[config.mk]
export PLATFORM = sky130hd
export DESIGN_NAME = pht_hash
export DESIGN_NICKNAME = d
export VERILOG_FILES = /design/src/hw/rtl/pht_pkg.sv /design/src/hw/rtl/pht_hash.sv
export SDC_FILE = /design/constraint.sdc
export NUM_CORES = 1
export LEC_CHECK = 0
export BUFFER_PORTS_ARGS = -buffer_cell sky130_fd_sc_hd__buf_2
export CAP_MARGIN = 25
export CORE_AREA = 2 2 115 117
export DETAILED_ROUTE_END_ITERATION = 7
export DIE_AREA = 0 0 117 119
export GPL_ROUTABILITY_DRIVEN = 0
export REMOVE_ABC_BUFFERS = 1
export SETUP_SLACK_MARGIN = 0.02
export SLEW_MARGIN = 25
export SYNTH_ARGS = -nofsm -noshare
export SYNTH_HDL_FRONTEND = slang
export SYNTH_SLANG_ARGS = --single-unit
[constraint.sdc]
create_clock -name clock -period 3.8 [get_ports clock]
set_input_delay 0.38 -clock clock [delete_from_list [all_inputs] [get_ports clock]]
set_output_delay 0.38 -clock clock [all_outputs]
set_load 0.005 [all_outputs]
[src/hw/rtl/pht_pkg.sv]
// ----------------------------------------------------------------------------
// pht_pkg
// Shared widths, constants and the result record of the path hash table.
// ----------------------------------------------------------------------------
package pht_pkg;

   localparam int BYTE_W     = 8;
   localparam int ENTRY_ID_W = 16;
   localparam int SLOT_W     = 10;
   localparam int HASH_W     = 32;
   localparam int LOG2_W     = 4;
   localparam int CSR_AW     = 3;
   localparam int CSR_DW     = 32;

   localparam logic [HASH_W-1:0] HASH_START = 32'd5381;
   localparam logic [LOG2_W-1:0] LOG2_RESET = 4'd10;

   // register index taken from the word address
   localparam logic REG_TABLE_LOG2 = 1'b0;

   typedef struct packed {
      logic [SLOT_W-1:0] slot_index;
      logic [HASH_W-1:0] final_hash;
      logic              table_full;
   } pht_result_type;

endpackage

[src/hw/rtl/pht_hash.sv]
// ----------------------------------------------------------------------------
// pht_hash
// Running djb2 hash over the path bytes, restarted after the last byte.
// ----------------------------------------------------------------------------
module pht_hash (
   input  logic                           clock,
   input  logic                           reset,
   input  logic                           accept,
   input  logic                           last_byte,
   input  logic [pht_pkg::BYTE_W-1:0]     path_byte,
   output logic [pht_pkg::HASH_W-1:0]     hash_next
);

   logic [pht_pkg::HASH_W-1:0] running_hash_ff;
   logic [pht_pkg::HASH_W-1:0] running_hash_in;
   logic [pht_pkg::HASH_W-1:0] byte_sext;

   // byte taken as two's complement
   assign byte_sext = {{(pht_pkg::HASH_W - pht_pkg::BYTE_W){path_byte[pht_pkg::BYTE_W-1]}},
                       path_byte};
   assign hash_next = (running_hash_ff << 5) + running_hash_ff + byte_sext;

   always_comb begin
      running_hash_in = running_hash_ff;
      if (accept) begin
         running_hash_in = last_byte ? pht_pkg::HASH_START : hash_next;
      end
   end

   always_ff @(posedge clock) begin
      if (reset) begin
         running_hash_ff <= pht_pkg::HASH_START;
      end else begin
         running_hash_ff <= running_hash_in;
      end
   end

endmodule

## Yosys cells after proc, flatten, opt, wreduce, memory -nomap -nowiden

Index checks and enable logic that the tools add are counted.
Widths: inputs -> output; s select.

| operators by class | value |
|---|---|
| multiplexer cells | 1 |
| add/sub/neg operators | 2 |

Operators by type and width:

| cell | number |
|---|---|
| $add 32x32->32 | 2 |
| $mux 32 | 1 |

| storage, ports and cells | value |
|---|---|
| input port bits | 12 |
| register bits after elaboration | 32 |
| output and inout bits | 32 |

## Depth between registers and ports, before layout

Gate-level depths: netlist of run 1.

| logic depth | value |
|---|---|
| word-level depth | 3 |
| depth in mapped cells | 11 |

## Worst setup path before layout of run 1

Ideal clock, no wire load.

| path | value |
|---|---|
| path type | input to output |
| start point | input path_byte[5] in the netlist's numbering |
| end point | output hash_next[27] in the netlist's numbering |
| required time | 3420 ps |
| slack | 799 ps |
| cell stages on the path | 11 |
| arrival | 2621 ps |
| cells stage by stage | inv_1 -> fa_1 -> inv_1 -> ha_1 -> a21o_1 -> a21oi_2 -> a2111oi_2 -> o31a_4 -> a21boi_4 -> o21bai_1 -> xor2_1 |

| on the way | value |
|---|---|
| longest elaborated chain between the ends | 1 |

Ends and longest elaborated chain:

| element | RTL line | RTL |
|---|---|---|
| start: declaration | pht_hash.sv:10 | `input logic [pht_pkg::BYTE_W-1:0] path_byte,` |
| $add 32x32->32 | pht_hash.sv:21 | `assign hash_next = (running_hash_ff << 5) + running_hash_ff + byte_sext;` |
| end: declaration | pht_hash.sv:11 | `output logic [pht_pkg::HASH_W-1:0] hash_next` |

No other way between the ends.

## Worst setup path after layout of run 1

| path | value |
|---|---|
| start point | register running_hash_ff[0] in the netlist's numbering |
| end point | output hash_next[27] in the netlist's numbering |

| on the way | value |
|---|---|
| longest elaborated chain between the ends | 2 |

Ends and longest elaborated chain:

| element | RTL line | RTL |
|---|---|---|
| start: declaration | pht_hash.sv:14 | `logic [pht_pkg::HASH_W-1:0] running_hash_ff;` |
| start signal: assignment | pht_hash.sv:32 | `running_hash_ff <= pht_pkg::HASH_START;` |
| start signal: assignment | pht_hash.sv:34 | `running_hash_ff <= running_hash_in;` |
| $add 32x32->32 (2 in a row) | pht_hash.sv:21 |  |

No other way between the ends.

==> impl_metrics.toml, run 1 <==
[run_status]
status = "complete, no violations"

[finish]
multi_input_area_sq_um = 2785
mostFrequentLayoutCell = "buf_2"
antenna_cells = 0
largest_register_ffs = 32
fill_cells = 1371
regMostFlops = "running_hash_ff"
final_area_sq_um = 4188
final_util_pct = 32.53
fin_nets = 521
top_regs = "running_hash_ff x32"
syn_to_final_growth_pct = 20.05
final_layout_size_suffix_gt1_share_pct = 19.64
final_cell_mix = "42 x buf_2, 36 x nor2_1, 34 x ha_1"
seq_area_sq_um = 641.9

[power_and_ir_drop]
leakage_uw = 0.001858
max-vdd-ir-drop_mv = 0.3506
power_density_nw_per_um2 = 760.7

[synth]
synth-async-reset-ratio_pct = 0
synth_cells = 394
synth_area_sq_um = 3488
yosysWarnings = 0
ys.flop_type = "dfxtp_1"
synth_area_leader_cell = "dfxtp_1"
synthTopCellsByArea = "dfxtp_1 18%, fa_1 15%, ha_1 13%"
yosysTopAreaCellShare_pct = 18.36
synth_edf_count = 0
synth-seq-cells = 32
ys_seq_area_share_pct = 18.36
ys_types = 59
synth_area_per_cell_sq_um = 8.854

[clock_tree]
cts_tree = "done"
cts-root-buf = "clkbuf_16"
cts.sinks = 32
worstSkewPairLatency_ps = 290
h-tree-depth = 2
cts_buffers = 5
cts_buffer_depth = 2
hold_buffers = 0
cts.clk_slew.worst_paths_ps = 50

[worst_setup_path]
r2r_setup_slack_ps = 730
cp.arrival_ps = 3250
crit_start = "running_hash_ff[0]$_SDFFE_PP1P_"
path_common_cell = "inv_1"
path_max_fanout = 5
crit_path_start_kind = "flip-flop"
worstSetupPathType = "flip-flop to output pin"
reg2reg_to = "running_hash_ff[15]$_SDFFE_PP0P_"
rr_worst_depth = 12
max_stage_delay_ps = 510
crit_required_ps = 3420
cpMaxStageDelayCell = "fa_1"
worst-path-buf-inv = 4
critPathCaptureType = "output pin"
path_cells = "inv_1 > fa_1 > inv_1 > ha_2 > a21o_1 > a21oi_4 > a2111oi_4 > buf_4 > o31a_4 > a21boi_4 > o21bai_1 > xor2_1 > buf_2"
r2r_start = "running_hash_ff[0]$_SDFFE_PP1P_"
critical-path-top-delay-family = "compound AO/OA/AOI/OAI gates"
path_depth = 13

[die]
fp.dieH_um = 119
core_sq_um = 12870
rows = 42
start_util_pct = 27.09
io-pin-count = 44
dieArea_sq_um = 13920
die_w_um = 117

[global_route]
grt_use_met3_pct = 2.697
grt_use_met1_pct = 20.18
antenna_found_initial = 0
grt_util_met2_pct = 25.07
grtUsageTotal_pct = 15.21
grt_pass1_wl_um = 16290
top_usage_layer = "met2"
grt_remaining_overflow = 0
grt_pass1_vias = 3133
grt_max_degree = 19

[detailed_routing]
via_per_inst = 5.046
drc_errors = 0
drt_iter0_drc = 223
routed_wl_um = 10200
ant_nets = 0
via_count = 3149
routedWlPerCell_um = 16.34
dr.pass1.iters = 4

[timing]
period_share_pct = 95.65
min_period_ps = 3635
slew_headroom_pct = 37.85
fin_skew_ps = 5.665
setup-tns-final_ps = 0
worst_pin_slew_ps = 928.8
fmax_mhz = 275.1
setup_violations = 0
final_hold_viol_count = 0
rsz0062_at_grt = "false"
slew_violations = 0

[min_path]
hold_start = "reset"
holdPathStages = 2
hold_class = "input port to flip-flop"
min_to = "running_hash_ff[4]$_SDFFE_PP0P_"

[place]
place_area_sq_um = 3965
hpwl_um = 8299
portBuffers = 43

[flow_run]
cap_violations = 0
[cells in the mapped netlist (10+ instances only)]
library cell	count
nor2_1	37
a21oi_1	33
xor2_1	10
fa_1	27
ha_1	35
dfxtp_1	32
xnor2_1	18
inv_1	16
o21ai_0	14
a22o_1	14
nand2_1	30
[power breakdown]
group          leakage [uW]  switching, uW  internal, uW
registers          0.000262           86.0           401
clock network     0.0000712            150           261
logic               0.00152           1300           992
total               0.00186           1530          1650
[layout make-up]
class                      instances  area share [%]
sequential                        32           15.33
clock buffer                       8           3.496
multi-input combinational        333           66.51
inverter                          17           1.524
tap                              176           5.258
timing repair buffer              58           7.888
[stage by stage]
| stage | total power (uW) | std cells | setup WS [ps] | hold WS (ps) |
|---|---|---|---|---|
| after floorplan | 1912 | 382 | 798.7 | 449.1 |
| after global placement | 2697 | 615 | 216.8 | 487.6 |
| after detailed placement | 2715 | 615 | 162.6 | 490.0 |
| after CTS | 3152 | 623 | 34.61 | 457.6 |
| after global routing | 3490 | 624 | 24.05 | 476.5 |
| final | 3186 | 624 | 165.3 | 458.7 |
[kinds of logic after synthesis]
kind of cell	share of synthesized area, %
buf+inv	3.658
simple gates	14.81
compound gates	27.51
fa+ha+maj	28.05
flops	18.36
mux	0.5739
xor+xnor	7.030
[what timing repair did]
| action | CTS | global route |
|---|---|---|
| resized for setup | 1 | 13 |
| gates cloned | 0 | 0 |
| buffers inserted | 0 | 1 |
| setup endpoints to repair | 1 | 11 |
| pin swaps | 0 | 1 |
[worst max-delay path by stage]
| stage | to | slack, ps |
|---|---|---|
| 2_1_floorplan | hash_next[27] | 800 |
| 3_3_place_gp | hash_next[31] | 220 |
| 3_5_place_dp | hash_next[29] | 160 |
| 4_1_cts | hash_next[29] | 30 |
| 5_1_grt | hash_next[29] | 20 |
| 6_report | hash_next[27] | 170 |
[worst reg2reg max path: cells and delay by family (launching register included)]
family                   cells  cell delay (ps)
XOR/XNOR                     1              120
AND/OR/NAND/NOR              1              380
buffers and inverters        3              290
flip-flops                   1              350
AO/OA/AOI/OAI                5              960
adder cells (fa/ha/maj)      2              850
[routing by layer]
metal / share of wire (%) / wire length [um] / vias up
met5: 0 / 0 / -
met4: 1.5 / 155 / 0
met3: 5.5 / 559 / 13
met2: 48 / 4906 / 85
met1: 45 / 4576 / 1497
li1: - / - / 1554
No activity file was read; power rests on OpenSTA's default activity.
==> inputs of run 2 (changes only) <==
- CORE_AREA: 2 2 115 117 -> 2 2 87 89
- DIE_AREA: 0 0 117 119 -> 0 0 89 91
- PLACE_DENSITY: default -> 0.69
==> run 2 against run 1 <==
Sequential share of layout area up 0.74 points. Global-route usage up 8.7 points. Critical path depth down 1. Total power down 6.8%. Sequential cell count unchanged. Clock skew up 3.6 ps. Wire length down 7.1%. Setup slack better by 17 ps. Combinational power down 4%. Largest cell class unchanged. Cell area down 4.8%. Final cell count down 13%. Via count up 1.7%.
==> impl_metrics.toml, run 2 (synthesis gave the netlist of run 1 again) <==
[finish]
regMostFlops = "running_hash_ff"
top_regs = "running_hash_ff x32"
largest_register_ffs = 32
final_cell_mix = "42 x buf_2, 37 x nor2_1, 34 x ha_1"
final_util_pct = 55.87
fin_nets = 517
antenna_cells = 0
final_layout_size_suffix_gt1_share_pct = 18.47
mostFrequentLayoutCell = "buf_2"
syn_to_final_growth_pct = 14.31
instances_no_fill = 543

[clock_tree]
cts.clk_slew.worst_paths_ps = 80
h-tree-depth = 2
cts-root-buf = "clkbuf_8"
cts.sinks = 32
cts_tree = "done"
hold_buffers = 0
cts_buffers = 5
cts_buffer_depth = 2
worstSkewPairLatency_ps = 300

[detailed_routing]
ant_nets = 0
via_per_inst = 5.897
topRoutingLayerUsed = "met4"
routed_wl_um = 9475
wl_met1_um = 4117
met3_length_um = 586
via_count = 3202
drc_errors = 0
dr.pass1.iters = 4
routedWlPerCell_um = 17.45
wl_met2_um = 4610
drt_iter0_drc = 150

[worst_setup_path]
critPathCaptureType = "output pin"
path_common_cell = "inv_1"
cp.arrival_ps = 3240
crit_path_start_kind = "flip-flop"
crit_required_ps = 3420
cpMaxStageDelayCell = "fa_1"
worstSetupPathType = "flip-flop to output pin"
path_max_fanout = 5
max_stage_delay_ps = 480
path_cells = "inv_1 > fa_1 > inv_1 > ha_2 > a21o_1 > a21oi_2 > a2111oi_4 > o31ai_4 > buf_4 > o221ai_2 > xor2_1 > buf_2"

[die]
core_sq_um = 7137
rows = 31
dieArea_sq_um = 8099
start_util_pct = 48.88
die_w_um = 89
fp.dieH_um = 91
io-pin-count = 44

[power_and_ir_drop]
max-vdd-ir-drop_mv = 0.3526
power_density_nw_per_um2 = 744.7
leakage_uw = 0.001812
power_uw = 2970

[timing]
fin_hold_ws_ps = 429.7
worst_pin_slew_ps = 706.9
fmax_mhz = 276.4
rsz0062_at_grt = "false"
setup-tns-final_ps = 0
final_hold_viol_count = 0
min_period_ps = 3618
period_share_pct = 95.21
setup_violations = 0
fin_skew_ps = 9.300
slew_headroom_pct = 52.70
slew_violations = 0

[global_route]
grt_pass1_vias = 3069
grtUsageTotal_pct = 23.95
grt_remaining_overflow = 0
grt_max_degree = 20
grt_pass1_wl_um = 15150
antenna_found_initial = 0

[place]
place_inst = 533
portBuffers = 43
hpwl_um = 7636

[flow_run]
cap_violations = 0

[min_path]
hold_class = "input port to flip-flop"

[run_status]
status = "complete, no violations"
## run 2: cell count changes in the layout (fill, tap and decap cells not counted), moves of 2 or more
| cell | delta |
|---|---|
| clkbuf_8 | +5 |
| buf_4 | -4 |
| clkbuf_1 | -2 |
| clkbuf_16 | -5 |
| clkinv_2 | +2 |
## run 2: routing by layer
metal | vias up | GRT usage (%)
li1 | 1546 | -
met1 | 1521 | 31.38
met2 | 123 | 40.80
met3 | 12 | 3.636
met4 | 0 | 6.095
met5 | - | 0
## run 2: path summary, 6_finish.rpt
| kind | slack (ps) | to | cells after the start | start |
|---|---|---|---|---|
| worst max-delay path | 180 | hash_next[25] | 12 | running_hash_ff[5]$_SDFFE_PP0P_ |
| worst min-delay path | 430 | running_hash_ff[1]$_SDFFE_PP0P_ | 4 | last_byte |
| worst max register to register | 770 | running_hash_ff[25]$_SDFFE_PP0P_ | 12 | running_hash_ff[5]$_SDFFE_PP0P_ |
| worst min register to register | 520 | running_hash_ff[27]$_SDFFE_PP0P_ | 2 | running_hash_ff[27]$_SDFFE_PP0P_ |
## run 2: timing repair
action | 4_1_cts | 5_1_grt
resized for setup | 1 | 6
buffers inserted | 0 | 2
pin swaps | 0 | 3
setup endpoints to repair | 5 | 7
## run 2: critical path, delay by kind of cell, from the launching register on
| kind | cells | cell delay (ps) |
|---|---|---|
| adder cells (fa/ha/maj) | 2 | 860 |
| XOR/XNOR | 1 | 250 |
| AO/OA/AOI/OAI | 5 | 960 |
| buffers and inverters | 4 | 460 |
| flip-flops | 1 | 410 |
## run 2: report_power, final
| part | total [uW] | internal, uW | switching (uW) |
|---|---|---|---|
| Sequential | 487 | 400 | 87.3 |
| Combinational | 2190 | 959 | 1230 |
| Clock | 290 | 145 | 145 |
## run 2: final cells by class
class / count / area, sq um
timing repair buffer: 54 / 312.8
inverter: 17 / 63.81
clock buffer: 6 / 82.58
fill: 692 / 3149
tap: 99 / 123.9
clock inverter: 2 / 10.01
sequential: 32 / 640.6
multi-input combinational: 333 / 2754
## run 2: stage by stage
step	area, sq um	worst slack (ps)
floorplan	3425	798.7
global placement	3844	-31.53
detailed placement	3844	-63.70
CTS	3939	49.95
global route	3988	27.67
finish	3988	181.8
==> inputs of run 3 (changes only) <==
- CELL_PAD_IN_SITES_DETAIL_PLACEMENT: default -> 1
- CELL_PAD_IN_SITES_GLOBAL_PLACEMENT: default -> 1
- CORE_AREA: 2 2 87 89 -> 2 2 92 94
- DIE_AREA: 0 0 89 91 -> 0 0 94 96
- PLACE_DENSITY: 0.69 -> default
- PLACE_DENSITY_LB_ADDON: default -> 0.1
==> run 3 against run 2 <==
Sequential share of layout area hardly changed. First-iteration DRC count is 41% lower. Core utilization is 6.1 points lower. Final cell count is 0.74% higher. Clock skew is 2.3 ps lower. Combinational power is 2% higher. Sequential cell count stayed put. Total power is 3.5% higher. Via count is 1.7% lower. Critical path type unchanged. Largest power group unchanged.
==> impl_metrics.toml, run 3 (synthesis gave the netlist of run 1 again) <==
[global_route]
grt_max_degree = 26
grt_pass1_vias = 3317
grt_pass1_wl_um = 17350
grtUsageTotal_pct = 25.10
grt_remaining_overflow = 0
antenna_found_initial = 0

[finish]
top_regs = "running_hash_ff x32"
final_layout_size_suffix_gt1_share_pct = 19.00
seq_area_sq_um = 643.1
syn_to_final_growth_pct = 14.85
antenna_cells = 0
largest_register_ffs = 32
final_area_sq_um = 4006
final_cell_mix = "43 x buf_2, 36 x nor2_1, 35 x ha_1"
fill_cells = 1005
regMostFlops = "running_hash_ff"
fin_nets = 515
mostFrequentLayoutCell = "buf_2"
multi_input_area_sq_um = 2761
final_util_pct = 49.76

[min_path]
holdPathStages = 4
min_to = "running_hash_ff[1]$_SDFFE_PP0P_"
hold_class = "input port to flip-flop"
hold_start = "last_byte"

[clock_tree]
cts_buffer_depth = 2
hold_buffers = 0
cts-root-buf = "clkbuf_8"
cts_buffers = 5
cts.clk_slew.worst_paths_ps = 80
cts.sinks = 32
h-tree-depth = 2
worstSkewPairLatency_ps = 290
cts_tree = "done"

[worst_setup_path]
cp.arrival_ps = 3230
rr_worst_depth = 13
critPathCaptureType = "output pin"
reg2reg_to = "running_hash_ff[25]$_SDFFE_PP0P_"
r2r_setup_slack_ps = 650
crit_required_ps = 3420
r2r_start = "running_hash_ff[0]$_SDFFE_PP1P_"
crit_path_start_kind = "flip-flop"
worstSetupPathType = "flip-flop to output pin"
path_max_fanout = 5

[detailed_routing]
dr.pass1.iters = 4
ant_nets = 0
drt_iter0_drc = 88
via_count = 3146
via_per_inst = 5.751
drc_errors = 0
routed_wl_um = 10580
routedWlPerCell_um = 19.34

[timing]
min_period_ps = 3606
setup_violations = 0
period_share_pct = 94.90
slew_violations = 0
worst_pin_slew_ps = 883.7
fmax_mhz = 277.3
rsz0062_at_grt = "true"
setup-tns-final_ps = 0
fin_skew_ps = 6.975
slew_headroom_pct = 41.02
final_hold_viol_count = 0

[die]
die_w_um = 94
rows = 33
dieArea_sq_um = 9024
core_sq_um = 8051
start_util_pct = 43.33
fp.dieH_um = 96
io-pin-count = 44

[run_status]
status = "complete, no violations"

[power_and_ir_drop]
leakage_uw = 0.001811
power_density_nw_per_um2 = 767.0
max-vdd-ir-drop_mv = 0.3858
power_uw = 3073

[place]
portBuffers = 43
place_area_sq_um = 3846
hpwl_um = 8693

[flow_run]
cap_violations = 0
run 3: cell types whose count changed in the layout (fill, tap and decap cells not counted), moves of 2 or more:
cell	before	now
o31ai_2	1	3
dfxtp_2	0	2
dfxtp_1	32	30
buf_4	11	8
run 3: per-stage QoR:
| stage | cells | worst slack, ps | hold slack [ps] |
|---|---|---|---|
| floorplan | 382 | 798.7 | 449.1 |
| global placement | 538 | 257.2 | 488.0 |
| detailed placement | 538 | 158.0 | 496.1 |
| CTS | 546 | 22.88 | 418.7 |
| global route | 547 | 22.75 | 472.4 |
| finish | 547 | 193.9 | 421.1 |
run 3: worst max-delay path by stage:
stage / to / start / slack, ps / depth (start not counted)
floorplan: hash_next[27] / path_byte[5] / 800 / 11
global placement: hash_next[30] / path_byte[7] / 260 / 12
detailed placement: hash_next[30] / path_byte[7] / 160 / 12
CTS: hash_next[30] / running_hash_ff[5]$_SDFFE_PP0P_ / 20 / 12
global route: hash_next[29] / running_hash_ff[0]$_SDFFE_PP1P_ / 20 / 12
finish: hash_next[11] / running_hash_ff[0]$_SDFFE_PP1P_ / 190 / 12
run 3: where the power goes:
part           switching (uW)  internal [uW]  total, uW
clock                     149            194        343
sequential               92.0            401        493
combinational            1270            971       2240
run 3: timing repair:
action | CTS | global route
buffers inserted | 0 | 1
endpoints found under the setup margin | 0 | 9
gates resized for setup | 0 | 9
run 3: cell type report:
cell class	count	share of cell area (%)
Clock buffer	5	1.718
Tap cell	105	3.279
Multi-Input combinational cell	333	68.93
Inverter	17	1.593
Timing Repair Buffer	52	7.370
Sequential cell	32	16.05
Clock inverter	3	1.062
run 3: critical path: stages (launching register included):
cell and delay [ps]:
dfxtp_1 370, inv_1 70, fa_1 500, inv_1 40, ha_1 390, a21o_1 240, a21oi_4 200, a21boi_0 150
o21ai_1 230, a21oi_1 120, or3_1 340, and2_1 170, buf_2 120
run 3: metal layers:
| metal | global-route usage, % | part of all wire [%] | vias up |
|---|---|---|---|
| met5 | 0 | 0 | - |
| met4 | 4.469 | 0.98 | 0 |
| met3 | 3.132 | 2.5 | 8 |
| met2 | 46.73 | 53 | 44 |
| met1 | 31.45 | 43 | 1557 |
| li1 | - | - | 1537 |
