### config.mk
export PLATFORM = sky130hd
export DESIGN_NAME = pht_ctrl
export DESIGN_NICKNAME = d
export VERILOG_FILES = /design/src/hw/rtl/pht_pkg.sv /design/src/hw/rtl/pht_ctrl.sv
export SDC_FILE = /design/constraint.sdc
export NUM_CORES = 1
export LEC_CHECK = 0
export BUFFER_PORTS_ARGS = -buffer_cell sky130_fd_sc_hd__buf_2
export CAP_MARGIN = 30
export CORE_UTILIZATION = 55
export CTS_BUF_LIST = sky130_fd_sc_hd__clkbuf_4 sky130_fd_sc_hd__clkbuf_8
export DETAILED_ROUTE_END_ITERATION = 16
export GPL_ROUTABILITY_DRIVEN = 1
export GPL_TIMING_DRIVEN = 0
export PLACE_DENSITY = 0.85
export SETUP_SLACK_MARGIN = 0.3
export SLEW_MARGIN = 20
export SYNTH_ARGS = -nofsm -noshare
export SYNTH_HDL_FRONTEND = slang
export SYNTH_SLANG_ARGS = --single-unit
### constraint.sdc
create_clock -name clock -period 5.8 [get_ports clock]
set_clock_uncertainty 0.2 [all_clocks]
set_input_delay 0.87 -clock clock [delete_from_list [all_inputs] [get_ports clock]]
set_output_delay 0.87 -clock clock [all_outputs]
set_load 0.03 [all_outputs]
### src/hw/rtl/pht_pkg.sv
// ----------------------------------------------------------------------------
// pht_pkg
// Shared widths, constants and the result record of the path hash table.
// ----------------------------------------------------------------------------
package pht_pkg;

   localparam int BYTE_W     = 8;
   localparam int ENTRY_ID_W = 16;
   localparam int SLOT_W     = 10;
   localparam int HASH_W     = 32;
   localparam int LOG2_W     = 4;
   localparam int CSR_AW     = 3;
   localparam int CSR_DW     = 32;

   localparam logic [HASH_W-1:0] HASH_START = 32'd5381;
   localparam logic [LOG2_W-1:0] LOG2_RESET = 4'd10;

   // register index taken from the word address
   localparam logic REG_TABLE_LOG2 = 1'b0;

   typedef struct packed {
      logic [SLOT_W-1:0] slot_index;
      logic [HASH_W-1:0] final_hash;
      logic              table_full;
   } pht_result_type;

endpackage

### src/hw/rtl/pht_ctrl.sv
// ----------------------------------------------------------------------------
// pht_ctrl
// Clearing pass, triangular probe walk and insert into the slot table.
// ----------------------------------------------------------------------------
module pht_ctrl #(
   parameter int MAX_SLOTS  = 1024,
   parameter int ENTRY_BITS = 16,
   parameter int AW         = 10
) (
   input  logic                              clock,
   input  logic                              reset,
   input  logic [pht_pkg::LOG2_W-1:0]        table_log2,
   input  logic                              start,
   input  logic [pht_pkg::HASH_W-1:0]        hash_final,
   input  logic [pht_pkg::ENTRY_ID_W-1:0]    entry_id,
   input  logic                              out_free,
   output logic                              req_ready,
   output logic                              load_result,
   output pht_pkg::pht_result_type           result,
   output logic                              wr_en,
   output logic [AW-1:0]                     wr_addr,
   output logic [ENTRY_BITS-1:0]             wr_data,
   output logic                              rd_en,
   output logic [AW-1:0]                     rd_addr,
   input  logic [ENTRY_BITS-1:0]             rd_data
);

   localparam int LOG_MAX = $clog2(MAX_SLOTS + 1) - 1;

   localparam logic [1:0] ST_CLEAR  = 2'd0;
   localparam logic [1:0] ST_IDLE   = 2'd1;
   localparam logic [1:0] ST_PROBE  = 2'd2;
   localparam logic [1:0] ST_RESULT = 2'd3;

   logic [1:0]                  state_ff, state_in;
   logic [AW-1:0]               clr_ff, clr_in;
   logic [AW-1:0]               bucket_ff, bucket_in;
   logic [AW:0]                 step_ff, step_in;
   logic [AW:0]                 probes_ff, probes_in;
   logic [pht_pkg::HASH_W-1:0]  hash_ff, hash_in;
   logic [ENTRY_BITS-1:0]       entry_ff, entry_in;
   logic                        full_ff, full_in;

   logic [pht_pkg::LOG2_W-1:0]  log2_eff;
   logic [AW:0]                 size;
   logic [AW-1:0]               mask;
   logic [AW:0]                 next_sum;

   // clamp table size to the memory depth
   assign log2_eff = (32'(table_log2) > LOG_MAX) ? pht_pkg::LOG2_W'(LOG_MAX) : table_log2;
   assign size     = (AW + 1)'(1) << log2_eff;
   assign mask     = AW'(size - (AW + 1)'(1));
   assign next_sum = {1'b0, bucket_ff} + step_ff;

   always_comb begin
      state_in    = state_ff;
      clr_in      = clr_ff;
      bucket_in   = bucket_ff;
      step_in     = step_ff;
      probes_in   = probes_ff;
      hash_in     = hash_ff;
      entry_in    = entry_ff;
      full_in     = full_ff;
      wr_en       = 1'b0;
      wr_addr     = bucket_ff;
      wr_data     = entry_ff;
      rd_en       = 1'b0;
      load_result = 1'b0;
      case (state_ff)
         ST_CLEAR: begin
            wr_en   = 1'b1;
            wr_addr = clr_ff;
            wr_data = '1;
            if (clr_ff == AW'(MAX_SLOTS - 1)) begin
               state_in = ST_IDLE;
            end else begin
               clr_in = clr_ff + AW'(1);
            end
         end
         ST_IDLE: begin
            if (start) begin
               hash_in   = hash_final;
               entry_in  = ENTRY_BITS'(entry_id);
               bucket_in = AW'(hash_final) & mask;
               step_in   = (AW + 1)'(1);
               probes_in = '0;
               rd_en     = 1'b1;
               state_in  = ST_PROBE;
            end
         end
         ST_PROBE: begin
            if (rd_data == '1) begin
               wr_en    = 1'b1;
               full_in  = 1'b0;
               state_in = ST_RESULT;
            end else if (probes_ff + (AW + 1)'(1) == size) begin
               full_in  = 1'b1;
               state_in = ST_RESULT;
            end else begin
               probes_in = probes_ff + (AW + 1)'(1);
               bucket_in = next_sum[AW-1:0] & mask;
               step_in   = step_ff + (AW + 1)'(1);
               rd_en     = 1'b1;
            end
         end
         ST_RESULT: begin
            if (out_free) begin
               load_result = 1'b1;
               state_in    = ST_IDLE;
            end
         end
         default: begin
            state_in = ST_IDLE;
         end
      endcase
      rd_addr = bucket_in;
   end

   assign req_ready         = (state_ff == ST_IDLE);
   assign result.slot_index = full_ff ? '0 : pht_pkg::SLOT_W'(bucket_ff);
   assign result.final_hash = hash_ff;
   assign result.table_full = full_ff;

   always_ff @(posedge clock) begin
      if (reset) begin
         state_ff <= ST_CLEAR;
         clr_ff   <= '0;
      end else begin
         state_ff <= state_in;
         clr_ff   <= clr_in;
      end
   end

   always_ff @(posedge clock) begin
      bucket_ff <= bucket_in;
      step_ff   <= step_in;
      probes_ff <= probes_in;
      hash_ff   <= hash_in;
      entry_ff  <= entry_in;
      full_ff   <= full_in;
   end

endmodule

### Word-level counts from Yosys, hierarchy flattened

Cells that the tools add are included.
W data, S select, Z words.

* multiplexer cells: 31
* reductions and logical operators: 8
* eq/ne operators: 12
* bitwise operators: 3
* $add $sub $neg: 5
* order comparisons: 1
* shift operators: 1

Operators by type and width (count)
* $mux W11: 6
* $mux W10: 5
* $pmux W11 S2: 2
* $add A11 B1 Y11 const B: 2
* $and A10 B10 Y10: 2
* $pmux W10 S2: 1
* $eq A16 B16 Y1 const B: 1
* $mux W16: 1
* $eq A11 B11 Y1: 1
* $shl A1 B4 Y11 const A: 1
* $add A10 B1 Y10 const B: 1
* $add A10 B10 Y10: 1
* $eq A10 B10 Y1 const B: 1
* $mux W2: 5
* $ne A2 B2 Y1 const B: 5
* $sub A10 B1 Y10 const B: 1
* $pmux W2 S4: 1
* $reduce_and A4 Y1: 2
* $mux W1: 7
* $reduce_and A2 Y1: 3
* $eq A2 B2 Y1 const B: 2
* $gt A4 B4 Y1 const B: 1
* $mux W4: 1
* $pmux W1 S2: 2
* 5 further kinds: 6

* input bits: 72
* word-level logic and storage cells: 69
* output and inout bits: 83
* register bits: 93

### Longest topological paths before layout

Gate-level depths: netlist of the first run.

* word-level depth: 8
* mapped depth: 10

### Worst setup path after synthesis of the first run

No wires, ideal clock.

* path kind: input to output
* start point: in start
* end point: out rd_addr[7]
* cell stages on the path: 5
* arrival: 3.212 ns
* required time: 4.730 ns
* setup slack: 1.518 ns
* buffers on the path: 1
* path through: and2_1 > clkbuf_1 > and3_1 > and2_1 > a221o_1

* cells in the longest elaborated chain, start to end: 2

RTL lines
* from (decl): RTL line pht_ctrl.sv:13 `input logic start,`
* $mux W10: RTL line pht_ctrl.sv:81 `if (start) begin`
* $pmux W10 S2: RTL line pht_ctrl.sv:69 `case (state_ff)`
* to (decl): RTL line pht_ctrl.sv:24 `output logic [AW-1:0] rd_addr,`

Every way passes these cells.

### Final worst setup path of the first run

* start point: reg probes_ff[0]
* end point: out rd_addr[4]

* cells in the longest elaborated chain, start to end: 5

RTL lines
* from (decl): RTL line pht_ctrl.sv:39 `logic [AW:0] probes_ff, probes_in;`
* from (signal assigned): RTL line pht_ctrl.sv:137 `probes_ff <= probes_in;`
* $add A11 B1 Y11: RTL line pht_ctrl.sv:96 `end else if (probes_ff + (AW + 1)'(1) == size) begin`
* $eq A11 B11 Y1: RTL line pht_ctrl.sv:96
* $mux W10: RTL line pht_ctrl.sv:96
* $mux W10: RTL line pht_ctrl.sv:92 `if (rd_data == '1) begin`
* $pmux W10 S2: RTL line pht_ctrl.sv:69

Every way passes these cells.

==> flow_summary.yaml, run 1 <==
sta:
  tns_ns: 0
  worst_pin_slew_ns: 0.818
  rsz0062_at_grt: "no"
  drv_slew: 0
  fin_crit_sh_pct: 79.5
  clock.fmax_mhz: 217
  setup_violations: 0
  setup_ws_ns: 1.19
  slew_headroom_pct: 45.4
  hold_viol_final: 0
  period_minus_slack_ns: 4.61
power_and_ir_drop:
  p_leak_nw: 2.47
  p_per_area_mw_per_mm2: 298
  vdd_drop_max_uv: 114
global_routing:
  top_usage_layer: "met2"
  antenna_found_initial: 0
  met3_usage_pct: 4.99
  grt_start_max_net_pins: 58
  grt_use_met2_pct: 45.4
  grt_pass1_wl_mm: 19.4
  grt_pass1_vias: 3894
  use_met1_pct: 31.5
  grt_usage_pct: 26.3
  overflow: 0
synthesis:
  ys_types: 61
  synth.avg_cell_area_um2: 11.2
  synth_top_area_cell: "edfxtp_1"
  synth-async-reset-ratio_pct: 0
  seq_area_frac_synth_pct: 51.6
  yosysTopAreaCellShare_pct: 42.6
  syn_area_mm2: 0.00493
  yosys-top-cells-count: "edfxtp_1, nand2_1, nor2_1"
  synth_edf_count: 70
  ys_warn_count: 0
  synth_ff_type: "edfxtp_1"
  synthTopCellsByArea: "edfxtp_1, dfxtp_1, ha_1"
  synthCells: 439
  ys_seq_elements: 92
  yosysMostFrequentCell: "edfxtp_1"
  synth_nets: 530
clocking:
  cts_sinks: 92
  cts_inserted_buffers: 9
  clk_pin_slew_ns: 0.09
  cts_tree: "done"
  cts_root_buffer: "clkbuf_8"
  htreeDepth: 3
  postCtsSetupRepairBufs: 0
  clk_latency_ns: 0.36
  cts_resized: 0
  hold_buffers: 0
  clockBufferDepth: 2
outcome:
  status: "completed"
setup_path:
  reg2reg_depth: 9
  r2r-start: "probes_ff[2]"
  worstPathCellList: "ha_1 > nand2_1 > o21a_1 > or4_1 > a22o_1 > nor4_4 > nand2_1 > a221o_1 > buf_2"
  path_delay_family: "simple AND/OR/NAND/NOR gates"
  path_class: "reg2out"
  crit_fanout: 7
  cp_slowest_cell: "or4_1"
  cp.required_ns: 4.73
  arrival_ns: 3.54
  crit_top_cell: "nand2_1"
  r2r_setup_slack_ns: 2.18
  rr_endpoint: "probes_ff[6]"
  crit_buf_inv: 1
  slowest_delay_ns: 0.50
  critPathCaptureType: "primary output"
  start_kind: "register"
floorplan:
  rows: 34
  io_pins: 155
  coreArea_mm2: 0.00868
  start_util_pct: 56.8
  chipWidth_um: 96.7
  fp.dieArea_mm2: 0.00935
  die_h_um: 96.7
cells_and_area:
  drive_above_1_share_pct: 35.3
  insertedDiodeCount: 0
  fin_nets: 695
  area_growth_pct: 22.6
place:
  place_ws_ns: 1.34
  dp_hpwl_mm: 9.20
  io_buffers: 154
  gp_congestion: 0.909
worst_hold_path:
  min_to: "state_ff[1]"
  hold_start: "state_ff[1]"
  hold_class: "reg2reg"
  worstHoldPathCells: 2
route:
  ant_nets: 0
  vias: 4112
  post_drt_wl_per_cell_um: 17.0
  drt_iter0_markers: 315
  viasPerCell: 5.74
  firstDrtPassIters: 4
  drc_errors: 0
  totalWireLength_mm: 12.2
flow_run:
  drv_cap: 0
## worst reg2reg max path: stages (launching register included)
cell	delay, ns
edfxtp_1	0.33
clkbuf_1	0.28
nand3_1	0.32
nor4_1	0.47
or2_2	0.23
o31ai_1	0.11
or3_1	0.42
o211a_1	0.15
buf_6	0.14
inv_1	0.60
## state kept, by name (all words and copies together), names as in the netlist
name and flops:
clr_ff 10, hash_ff 32, full_ff 1, entry_ff 16, probes_ff 11, step_ff 10, state_ff 2, bucket_ff 10
## stage by stage
stage / instance area [um2] / power (mW) / utilization, % / hold WS (ns) / instances
6_report: 6040 / 1.80 / 69.6 / 0.322 / 717
5_1_grt: 6040 / 1.88 / 69.6 / 0.348 / 717
4_1_cts: 6040 / 1.80 / 69.6 / 0.328 / 717
3_5_place_dp: 5840 / 1.36 / 67.3 / 0.313 / 701
3_3_place_gp: 5840 / 1.35 / 67.2 / 0.299 / 701
2_1_floorplan: 4930 / 1.22 / - / 0.268 / 439
## worst max-delay path by stage
stage	from	end	slack [ns]	cells after the start
finish	probes_ff[0]	rd_addr[4]	1.19	9
global placement	start	rd_addr[8]	0.71	7
floorplan	start	rd_addr[7]	1.52	5
detailed placement	table_log2[2]	rd_addr[4]	1.34	10
CTS	probes_ff[0]	rd_addr[4]	1.23	9
global route	probes_ff[0]	rd_addr[4]	1.01	9
## placed cells by master (no fill, tap or decap), drive strengths merged, types with 17 or more instances in the layout
master,instances
clkbuf,25
nand3,18
nor2b,17
or2,20
edfxtp,70
and2,23
xnor2,17
nor2,25
dfxtp,22
nand2,25
ha,18
buf,157
## cell families after synthesis
family	Yosys count	share of synthesized area (%)
compound gates	66	9.90
xor+xnor	31	5.79
fa+ha+maj	19	4.97
buf+inv	26	2.28
flops	92	51.6
mux	13	2.92
simple gates	192	22.6
## power by group
group	switching (mW)	total, mW	internal [mW]
Sequential	0.0587	0.851	0.792
Clock	0.235	0.443	0.208
Combinational	0.313	0.504	0.191
Total	0.606	1.80	1.19
## layout make-up
class                           instances  area [um2]
Buffer                                 18        86.3
Fill cell                             629        2640
Clock inverter                          6        72.6
Clock buffer                           10         131
Sequential cell                        92        2540
Timing Repair Buffer                  154         771
Tap cell                              108         135
Inverter                                8        30.0
Multi-Input combinational cell        321        2270
## per-layer routing
metal / vias to the layer above / part of all wire (%)
met5: - / 0
met4: 0 / 3.7
met3: 41 / 5.5
met2: 168 / 51
met1: 1954 / 40
li1: 1949 / -
Power figures use the tool's default switching activity.
==> inputs of run 2 (changes only) <==
Settings changed: CORE_UTILIZATION 55 to 48, PLACE_DENSITY 0.85 to 0.79.
Clock period 5.8 ns to 4.22 ns, I/O delays scaled along.
==> run 2 against run 1 <==
  * Clock-buffer cell count decreased by 1
  * Clock power increased by 34%
  * Setup slack got worse by 0.94 ns
  * Sequential share of layout area decreased by 1.7 points
  * Global-route usage decreased by 2.9 points
==> flow_summary.yaml, run 2 (synthesis gave the netlist of run 1 again) <==
floorplan:
  fp.dieArea_mm2: 0.0107
  die_h_um: 103
  rows: 36
  chipWidth_um: 103
  coreArea_mm2: 0.00986
  start_util_pct: 50.0
  io_pins: 155
route:
  ant_nets: 0
  firstDrtPassIters: 4
  drt_iter0_markers: 256
  post_drt_wl_per_cell_um: 17.6
  viasPerCell: 5.56
  drc_errors: 0
  totalWireLength_mm: 13.2
  vias: 4178
sta:
  worst_pin_slew_ns: 0.888
  hold_slack_ns: 0.218
  hold_viol_final: 0
  tns_ns: 0
  setup_violations: 0
  rsz0062_at_grt: "yes"
  period_minus_slack_ns: 3.97
  fin_crit_sh_pct: 94.0
  drv_slew: 0
  clock.fmax_mhz: 252
  slew_headroom_pct: 40.7
  setup_ws_ns: 0.255
clocking:
  clockBufferDepth: 2
  clk_pin_slew_ns: 0.11
  hold_buffers: 0
  htreeDepth: 3
  cts_root_buffer: "clkbuf_8"
  cts_inserted_buffers: 9
  cts_tree: "done"
  cts_sinks: 92
  clk_latency_ns: 0.38
global_routing:
  grt_pass1_vias: 3837
  met3_usage_pct: 4.70
  grt_usage_pct: 23.4
  top_usage_layer: "met2"
  grt_start_max_net_pins: 58
  overflow: 0
  grt_use_met2_pct: 39.9
  antenna_found_initial: 0
  grt_pass1_wl_mm: 18.7
  use_met1_pct: 28.7
place:
  dp_hpwl_mm: 9.61
  io_buffers: 154
  gp_congestion: 0.896
  place_ws_ns: 0.272
power_and_ir_drop:
  p_clk_share_pct: 23.2
  combPwrFrac_pct: 30.9
  vdd_drop_max_uv: 212
  p_switching_uw: 919
  p_sw_share_pct: 36.0
  p_per_area_mw_per_mm2: 406
  p_leak_nw: 2.55
  internal_power_mw: 1.64
  p_seq_share_pct: 45.9
cells_and_area:
  drive_above_1_share_pct: 38.8
  reg.largest.list: "hash_ff x32, entry_ff x16, probes_ff x11"
  final_common_cell: "buf_2"
  fill_cells: 776
  area_growth_pct: 27.8
  post-route-util_pct: 63.9
  fin_nets: 704
  most-common-layout-cells: "buf_2, edfxtp_1, nor2_1"
  top_register: "hash_ff"
  largest_reg_flops: 32
  insertedDiodeCount: 0
setup_path:
  slowest_delay_ns: 0.54
  worstPathCellList: "nand4_4 > or4_4 > o2111ai_1 > o31ai_2 > or3_4 > o211a_4 > buf_6 > a221o_1 > buf_6"
  worst-path-stages: 9
  path_class: "reg2out"
  cp_slowest_cell: "or4_4"
  path_delay_family: "simple AND/OR/NAND/NOR gates"
  cp.required_ns: 3.39
  arrival_ns: 3.13
  crit_top_cell: "buf_6"
  start_kind: "register"
  critPathCaptureType: "primary output"
  reg2reg_depth: 8
  crit_fanout: 6
  crit_buf_inv: 2
flow_run:
  drv_cap: 0
worst_hold_path:
  hold_class: "in2reg"
  worstHoldPathCells: 1
outcome:
  status: "completed"
[run 2: through the flow]
stage	power, mW	area (um2)	instances
final	2.55	6300	751
after global routing	2.66	6300	751
after CTS	2.51	6220	749
after detailed placement	1.89	5870	726
after global placement	1.86	5870	726
after floorplan	1.67	4930	439
[run 2: power groups by stage]
| stage | clock [mW] | combinational [mW] | sequential [mW] |
|---|---|---|---|
| after floorplan | 0 | 0.482 | 1.19 |
| after global placement | 0 | 0.672 | 1.18 |
| after detailed placement | 0 | 0.696 | 1.19 |
| after CTS | 0.598 | 0.747 | 1.17 |
| after global routing | 0.633 | 0.849 | 1.18 |
| final | 0.593 | 0.789 | 1.17 |
[run 2: area by class of cell]
type | count | area [um2] | share of cell area (%)
Clock buffer | 9 | 124 | 1.97
Clock inverter | 7 | 71.3 | 1.13
Buffer | 18 | 93.8 | 1.49
Inverter | 8 | 30.0 | 0.477
Sequential cell | 92 | 2540 | 40.4
Timing Repair Buffer | 163 | 897 | 14.2
Multi-Input combinational cell | 321 | 2370 | 37.7
Tap cell | 133 | 166 | 2.64
[run 2: path summary, 6_finish.rpt]
kind / to / start / slack [ns]
setup / recovery: rd_addr[6] / probes_ff[5] / 0.25
hold / removal: entry_ff[13] / entry_id[13] / 0.22
setup reg to reg: probes_ff[7] / probes_ff[5] / 0.76
hold reg to reg: clr_ff[7] / clr_ff[7] / 0.32
[run 2: repair_timing]
action / 4_1_cts / 5_1_grt
resized for setup: 26 / 20
endpoints found under the setup margin: 11 / 10
buffers inserted: 7 / 1
pin swaps: 9 / 16
cloned: 0 / 1
[run 2: metal layers]
layer	share of wire (%)	routed length [um]
met1	41	5360
met2	52	6820
met3	5.4	717
met4	2.4	323
met5	0	0
==> inputs of run 3 (changes only) <==
--- a/config.mk
+++ b/config.mk
@@ -16,3 +16,2 @@
 export SETUP_SLACK_MARGIN = 0.3
-export SLEW_MARGIN = 20
 export SYNTH_ARGS = -nofsm -noshare
==> constraint.sdc (replaced) <==
create_clock -name clock -period 4.22 [get_ports clock]
set_clock_uncertainty 0.2 [all_clocks]
set_input_delay 0.422 -clock clock [delete_from_list [all_inputs] [get_ports clock]]
set_output_delay 0.422 -clock clock [all_outputs]
set_load 0.03 [all_outputs]
==> run 3 against run 2 <==
  * Sequential share of layout area fell by 1.6 points
  * First-iteration DRC count up 2.3%
  * Clock power grew 3%
  * Worst hold slack lost 0.21 ns
  * Flip-flop and latch count stayed put
  * Maximum frequency rose by 2.8%
  * Critical path type unchanged
  * Utilization increased by 2.7 points
  * Critical path depth grew 2
  * Combinational power hardly changed
==> flow_summary.yaml, run 3 (synthesis gave the netlist of run 1 again) <==
clocking:
  htreeDepth: 3
  cts_inserted_buffers: 9
  clk_latency_ns: 0.39
  cts_tree: "done"
  cts_root_buffer: "clkbuf_8"
  clk_pin_slew_ns: 0.11
  cts_sinks: 92
  clockBufferDepth: 2
power_and_ir_drop:
  p_leak_nw: 2.67
  p_switching_uw: 928
  p_seq_share_pct: 45.6
  vdd_drop_max_uv: 173
  p_clk_share_pct: 23.8
  p_per_area_mw_per_mm2: 391
  internal_power_mw: 1.64
  combPwrFrac_pct: 30.6
  p_sw_share_pct: 36.1
route:
  totalWireLength_mm: 14.1
  vias: 4320
  drc_errors: 0
  drt_iter0_markers: 262
  wl_met3_um: 713
  viasPerCell: 5.54
  firstDrtPassIters: 5
  ant_nets: 0
  post_drt_wl_per_cell_um: 18.0
  met1_length_mm: 5.55
  routed.top_layer: "met4"
  wl_met2_mm: 7.27
sta:
  fin_crit_sh_pct: 91.4
  hold_viol_final: 0
  slew_headroom_pct: 42.8
  drv_slew: 0
  setup_violations: 0
  clock.fmax_mhz: 259
  worst_pin_slew_ns: 0.858
  period_minus_slack_ns: 3.86
  rsz0062_at_grt: "yes"
outcome:
  status: "completed"
cells_and_area:
  reg.largest.list: "hash_ff x32, entry_ff x16, probes_ff x11"
  drive_above_1_share_pct: 36.1
  largest_reg_flops: 32
  stdcell_area_mm2: 0.00657
  fin_nets: 732
  post-route-util_pct: 66.6
  final_common_cell: "buf_2"
  area_growth_pct: 33.2
  most-common-layout-cells: "buf_2, edfxtp_1, dlygate4sd3_1"
  top_register: "hash_ff"
setup_path:
  crit_path_end: "rd_addr[0]"
  crit_top_cell: "buf_6"
  r2r_setup_slack_ns: 0.71
  cp_slowest_cell: "edfxtp_1"
  start_kind: "register"
  worstSetupStartpoint: "probes_ff[1]"
  reg2reg_depth: 10
  path_class: "reg2out"
  slowest_delay_ns: 0.45
  r2r-start: "probes_ff[1]"
  critPathCaptureType: "primary output"
  worstPathCellList: "ha_4 > buf_4 > nand3_1 > or4_4 > and2_4 > nor4bb_2 > or3_1 > o211a_1 > buf_6 > a221o_1 > buf_6"
  cp.required_ns: 3.60
  crit_fanout: 10
  arrival_ns: 3.24
  rr_endpoint: "probes_ff[7]"
place:
  place_area_mm2: 0.00590
  gp_congestion: 0.898
  io_buffers: 154
  dp_hpwl_mm: 9.94
floorplan:
  die_h_um: 103
  chipWidth_um: 103
  rows: 36
  fp.dieArea_mm2: 0.0107
  coreArea_mm2: 0.00986
  io_pins: 155
  start_util_pct: 50.0
worst_hold_path:
  worstHoldPathCells: 1
  hold_class: "in2reg"
flow_run:
  drv_cap: 0
global_routing:
  overflow: 0
  grt_start_max_net_pins: 31
  antenna_found_initial: 0
  grt_pass1_vias: 4075
  grt_pass1_wl_mm: 20.0
  grt_usage_pct: 25.4
## run 3: cell types whose count changed in the layout (fill, tap and decap cells not counted), sizes merged
cell	change
dlygate4sd3	+30
buf	-1
clkbuf	-1
diode	+1
## run 3: final cells by class
cell class                      count  area, um2
Multi-Input combinational cell    321       2350
Clock buffer                        9        124
Antenna cell                        1       2.50
Tap cell                          133        166
Sequential cell                    92       2540
Fill cell                         719       3300
Timing Repair Buffer              191       1190
Buffer                             18       85.1
Clock inverter                      7       80.1
Inverter                            8       30.0
## run 3: metal layers
layer / GRT usage [%] / vias to the layer above
met5: 0 / -
met4: 12.6 / 0
li1: - / 2028
met2: 44.4 / 166
met3: 4.77 / 48
met1: 30.1 / 2078
## run 3: metrics by stage
stage          total power, mW  setup WS [ns]  std cells  hold WS [ns]  setup TNS (ns)
5_1_grt                   2.67          0.285        779       0.00147               0
3_3_place_gp              1.86        -0.0879        726         0.287          -0.158
2_1_floorplan             1.68          0.428        439         0.268               0
6_report                  2.57          0.362        780       0.00922               0
3_5_place_dp              1.89          0.479        727         0.314               0
4_1_cts                   2.53          0.303        776       0.00131               0
## run 3: worst min path at each step
| stage | startpoint | endpoint | slack [ns] |
|---|---|---|---|
| floorplan | clr_ff[7] | clr_ff[7] | 0.27 |
| global placement | clr_ff[7] | clr_ff[7] | 0.29 |
| detailed placement | clr_ff[5] | clr_ff[5] | 0.31 |
| CTS | hash_final[19] | hash_ff[19] | 0.001 |
| global route | hash_final[11] | hash_ff[11] | 0.001 |
| finish | hash_final[15] | hash_ff[15] | 0.009 |
## run 3: power groups by stage
| stage | combinational, mW | sequential [mW] | clock, mW |
|---|---|---|---|
| detailed placement | 0.701 | 1.19 | 0 |
| global placement | 0.672 | 1.19 | 0 |
| CTS | 0.744 | 1.17 | 0.618 |
| global route | 0.846 | 1.18 | 0.646 |
| finish | 0.786 | 1.17 | 0.612 |
| floorplan | 0.482 | 1.19 | 0 |
## run 3: worst max-delay path: cells and delay by family (launching register included)
family / cells / cell delay, ns
and+or+nand+nor: 5 / 1.23
AOI/OAI and AO/OA: 2 / 0.54
DFF: 1 / 0.45
buffers and inverters: 3 / 0.43
adders and majority gates: 1 / 0.20
## run 3: what timing repair did
action / 4_1_cts / 5_1_grt
pin swaps: 1 / 10
buffers inserted: 3 / 3
setup endpoints to repair: 10 / 11
endpoints found under the hold margin: 30 / 0
resized for setup: 6 / 30
hold buffers: 30 / 0
